`config.mk`:
```
export PLATFORM = sky130hd
export DESIGN_NAME = lrf_ctrl
export DESIGN_NICKNAME = d
export VERILOG_FILES = /design/src/hw/rtl/line_raster_framebuffer_macros.svh /design/src/hw/rtl/lrf_pkg.sv /design/src/hw/rtl/lrf_ctrl.sv
export SDC_FILE = /design/constraint.sdc
export NUM_CORES = 1
export LEC_CHECK = 0
export BUFFER_PORTS_ARGS = -buffer_cell sky130_fd_sc_hd__buf_2
export CAP_MARGIN = 20
export CORE_AREA = 2 2 39 41
export DETAILED_ROUTE_END_ITERATION = 10
export DIE_AREA = 0 0 41 43
export HOLD_SLACK_MARGIN = 0.03
export PLACE_DENSITY = 0.58
export SLEW_MARGIN = 20
export SYNTH_ARGS = -nofsm -noshare
export SYNTH_HDL_FRONTEND = slang
export SYNTH_SLANG_ARGS = --single-unit
```
`constraint.sdc`:
```
create_clock -name clk -period 3.3 [get_ports clk]
set_clock_uncertainty 0.05 [all_clocks]
set_input_delay 0.33 -clock clk [delete_from_list [all_inputs] [get_ports clk]]
set_output_delay 0.33 -clock clk [all_outputs]
set_load 0.1 [all_outputs]
```
`src/hw/rtl/line_raster_framebuffer_macros.svh`:
```
// assertion helpers for the line raster framebuffer
// each check runs on the rising edge of clk and is off while arst_n is low
`ifndef LINE_RASTER_FRAMEBUFFER_MACROS_SVH
`define LINE_RASTER_FRAMEBUFFER_MACROS_SVH

`ifndef SYNTHESIS

// same-cycle implication
`define LRF_ASSERT_NOW(label, ante, cons) \
	label: assert property (@(posedge clk) disable iff (!arst_n) (ante) |-> (cons)) \
		else $error("line raster framebuffer check failed");

// next-cycle implication
`define LRF_ASSERT_NEXT(label, ante, cons) \
	label: assert property (@(posedge clk) disable iff (!arst_n) (ante) |=> (cons)) \
		else $error("line raster framebuffer check failed");

`else

`define LRF_ASSERT_NOW(label, ante, cons)
`define LRF_ASSERT_NEXT(label, ante, cons)

`endif

`endif

```
`src/hw/rtl/lrf_pkg.sv`:
```
package lrf_pkg;

	// default geometry
	localparam int SCREEN_COLUMNS_DEF = 128;
	localparam int SCREEN_PAGES_DEF   = 8;
	localparam int MAX_THICKNESS_DEF  = 8;

	// rows per page byte
	localparam int PAGE_ROWS = 8;

	// working widths fixed by the 7-bit column, 6-bit row and 4-bit thickness fields
	localparam int COL_W   = 7;
	localparam int ROW_W   = 6;
	localparam int THK_W   = 4;
	localparam int COORD_W = 9;
	localparam int ERR_W   = 10;

	// request codes
	typedef enum logic [1:0] {
		ACT_DRAW  = 2'd0,
		ACT_CLEAR = 2'd1,
		ACT_READ  = 2'd2
	} action_t;

	typedef struct packed {
		logic [1:0]       action;
		logic [COL_W-1:0] start_col;
		logic [ROW_W-1:0] start_row;
		logic [COL_W-1:0] end_col;
		logic [ROW_W-1:0] end_row;
		logic [THK_W-1:0] thickness;
		logic [9:0]       read_address;
	} request_t;

	typedef struct packed {
		logic [7:0] read_data;
		logic       clipped;
	} result_t;

	// controller states
	typedef enum logic [2:0] {
		ST_INIT_SWEEP,
		ST_IDLE,
		ST_DRAW_CHECK,
		ST_PIX_RD,
		ST_PIX_WR,
		ST_CLEAR_SWEEP,
		ST_FINISH
	} ctrl_state_t;

	// controller to datapath
	typedef struct packed {
		logic load;
		logic pix_rd;
		logic pix_wr;
		logic advance;
		logic sweep;
		logic emit;
	} dp_cmd_t;

	// datapath to controller
	typedef struct packed {
		logic thick_zero;
		logic off_screen;
		logic last_t;
		logic line_end;
		logic sweep_last;
	} dp_status_t;

endpackage

```
`src/hw/rtl/lrf_ctrl.sv`:
```
module lrf_ctrl (
	input  logic                clk,
	input  logic                arst_n,
	input  logic                start,
	input  logic [1:0]          action,
	input  lrf_pkg::dp_status_t status,
	output lrf_pkg::dp_cmd_t    cmd,
	output logic                busy,
	output logic                done
);
	import lrf_pkg::*;

	ctrl_state_t state_q, state_d;
	logic        done_q;

	// state register and result strobe
	always_ff @(posedge clk or negedge arst_n) begin
		if (!arst_n) begin
			state_q <= ST_INIT_SWEEP;
			done_q  <= 1'b0;
		end else begin
			state_q <= state_d;
			done_q  <= cmd.emit;
		end
	end

	// next state and commands
	always_comb begin
		state_d = state_q;
		cmd     = '0;
		busy    = 1'b1;
		case (state_q)
			ST_INIT_SWEEP: begin
				cmd.sweep = 1'b1;
				if (status.sweep_last) begin
					state_d = ST_IDLE;
				end
			end
			ST_IDLE: begin
				busy = 1'b0;
				if (start) begin
					cmd.load = 1'b1;
					case (action)
						ACT_DRAW:  state_d = ST_DRAW_CHECK;
						ACT_CLEAR: state_d = ST_CLEAR_SWEEP;
						default:   state_d = ST_FINISH;
					endcase
				end
			end
			ST_DRAW_CHECK: begin
				state_d = status.thick_zero ? ST_FINISH : ST_PIX_RD;
			end
			ST_PIX_RD: begin
				if (status.off_screen) begin
					cmd.advance = 1'b1;
					if (status.last_t && status.line_end) begin
						state_d = ST_FINISH;
					end
				end else begin
					cmd.pix_rd = 1'b1;
					state_d    = ST_PIX_WR;
				end
			end
			ST_PIX_WR: begin
				cmd.pix_wr  = 1'b1;
				cmd.advance = 1'b1;
				state_d     = (status.last_t && status.line_end) ? ST_FINISH : ST_PIX_RD;
			end
			ST_CLEAR_SWEEP: begin
				cmd.sweep = 1'b1;
				if (status.sweep_last) begin
					state_d = ST_FINISH;
				end
			end
			ST_FINISH: begin
				cmd.emit = 1'b1;
				state_d  = ST_IDLE;
			end
			default: begin
				state_d = ST_IDLE;
			end
		endcase
	end

	assign done = done_q;

endmodule

```
==> summary.md <==
| Metric | Value |
|---|---|
| Synth Register Bits | `4` |
| Cell area after layout | `495 µm²` |
| Hold WS | `0.383 ns` |
| Avg Synthesized Cell Area | `7.31 µm²` |
| RSZ-0062 raised after global routing | `false` |
| WL final | `968 µm` |
| Chip width | `41 µm` |
| Max cap viols | `0` |
| Crit path max fanout | `12` |
| Drc violations | `0` |
| 1st-pass router iterations | `2` |
| Antenna diodes | `0` |
| Htree depth | `1` |
| Post-route setup slack | `~1.1 ns` |
| Post-Route M1 WL | `447 µm` |
| Dpl cell area | `463 µm²` |
| Initial antenna violation count | `0` |
| Syn Nets | `61` |
| Fmax | `around 0.46 GHz` |
| Distinct cells, synth | `25` |
| Final nets | `just over 80` |
| Worst Path Arrival | `1.81 ns` |
| I/O pin total | `18` |
| Core ar. | `1380 µm²` |
| Longest Clk Path Bufs | `2` |
| Port buffer count | `17` |
| Via Count | `427` |
| Gr usage total | `0.134` |
| Vias in the first global route | `415` |
| Crit path launch type | `register` |
| DR WL met2 | `479 µm` |
| Iteration-0 DRC Markers | `15` |
| Fin crit period | `between 2 and 2.5 ns` |
| Synth warnings | `0` |
| WS Path Type | `reg2out` |
| Synth Instances | `50` |
| Status | `finished clean` |
| CTS root buf | `clkbuf_4` |
| Chip height | `about 43 µm` |
| # setup viols final | `0` |
| Vias/cell | `between 5 and 6` |
| Initial Util | `0.264` |
| TritonCTS Sinks | `4` |
| Post-synthesis cell area | `between 300 and 400 µm²` |
| First-pass GRT wire length | `roughly 1.7 mm` |
| Inserted Clock Buffers | `3` |
| Gpl congestion | `0.808` |
| Max_slew headroom | `0.675` |
| Crit end category | `primary output` |
| Share of cells above drive strength 1 | `0.324` |
| Worst path required time | `2.92 ns` |
| CTS tree | `done` |
| Cell row count | `14` |
| Share of the yosys chip area belonging to registers | `0.274` |
| Antenna Nets Post-Route | `0` |
| Reg clk slew, reported paths | `~0.040 ns` |
| Die area | `between 1500 and 2000 µm²` |
| Part of the cycle the worst path needs | `0.663` |
| Met3 wire len | `between 40 and 50 µm` |
| Fin. max-slew vios | `0` |
| Slew @ Worst Pin | `0.490 ns` |
| Highest routed metal layer | `met3` |
| Clk Latency, worst-skew pair | `0.23 ns` |
| Hpwl dp | `about 740 µm` |
| Setup WS pre-CTS | `approximately 1.4 ns` |
| Area Overhead vs Synth | `35.6%` |
| Largest net degree at the start of global routing | `16` |
| Setup TNS | `0 ns` |
| WL/cell | `around 12 µm` |
| GR Overflow Total | `0` |
| Hold crit path type | `in2async` |
| Final hold vios | `0` |
## cells by family (layout without fill, tap and decap cells)
group / after synthesis / in the layout / synth area share
AND/OR/NAND/NOR: 24 / 24 / 0.346
AO/OA/AOI/OAI: 15 / 15 / 0.264
buffers and inverters: 5 / 23 / 0.0548
flip-flops: 4 / 4 / 0.274
adder cells (fa/ha/maj): 1 / 1 / 0.0342
multiplexers: 1 / 1 / 0.0274
## Yosys cell counts
library cell  n  area [µm²]
nor2b_1       2        12.5
o22ai_1       1        6.26
nor4_1        1        6.26
o211a_1       1        10.0
nand4_1       1        6.26
ha_1          1        12.5
o31ai_1       1        7.51
nand2b_1      2        12.5
or4_1         1        7.51
a31oi_1       2        12.5
mux2i_1       1        10.0
a31o_2        1        8.76
inv_1         2        7.51
clkbuf_1      2        7.51
o21ai_0       3        15.0
o21bai_1      1        7.51
nand2_1       5        18.8
buf_2         1        5.00
a21oi_1       4        20.0
nor3_1        3        15.0
and3_1        4        25.0
nor3b_1       1        7.51
dfrtp_1       4         100
a22o_1        1        8.76
nor2_1        4        15.0
## flip-flops by register name, summed over array words and instances (netlist names)
name,flops
state_q,3
done,1
## stage by stage
stage | std cells | utilization
after floorplan | 50 | -
after detailed placement | 80 | 0.335
after global placement | 80 | 0.335
after global routing | 84 | 0.358
after CTS | 84 | 0.358
final | 84 | 0.358
## per-layer routing
metal | vias up | track usage
li1 | 223 | -
met1 | 193 | 0.166
met2 | 11 | 0.206
met3 | 0 | 0.0366
met4 | 0 | 0.0600
met5 | - | 0
## cell type report
class | instances | area (µm²)
Clock buffer | 3 | 22.5
Inverter | 2 | 7.51
Multi-Input combinational cell | 41 | 250
Timing Repair Buffer | 18 | 95.1
Fill cell | 153 | 888
Sequential cell | 4 | 100
Tap cell | 16 | 20.0
## timing repair
action / 4_1_cts / 5_1_grt
gates resized for setup: 0 / 0
hold endpoints to repair: 4 / 0
hold buffers: 1 / 0
buffers inserted: 0 / 0
## cell usage in the layout, fill, tap and decap left out, types with 2 or more instances in the layout
master / count
clkbuf_4: 3
and3_1: 4
o21ai_0: 3
a21oi_1: 4
buf_2: 17
nand2b_1: 2
nor2b_1: 2
inv_1: 2
nor3_1: 3
dfrtp_1: 4
nand2_1: 5
a31oi_1: 2
nor2_1: 4
## final timing paths
check | depth (start not counted) | slack (ns) | startpoint | end
min reg2reg | 1 | 0.65 | state_q[0]$_DFFE_PN0P_ | done$_DFF_PN0_
min | 2 | 0.38 | arst_n | done$_DFF_PN0_
max in group asynchronous | 2 | 2.70 | arst_n | state_q[2]$_DFFE_PN0P_
max reg2reg | 4 | 1.45 | state_q[1]$_DFFE_PN0P_ | state_q[2]$_DFFE_PN0P_
max | 3 | 1.11 | state_q[0]$_DFFE_PN0P_ | cmd[5]
min in group clk | 3 | 0.39 | status[0] | state_q[0]$_DFFE_PN0P_
## critical path: stages, from the launching register on
cell and delay [ns]:
dfrtp_1 0.54, nor2b_1 0.39, and3_1 0.22, buf_2 0.42
Power is not shown: default switching activity piles up to over one toggle a cycle in this logic, so the estimate is an artifact.
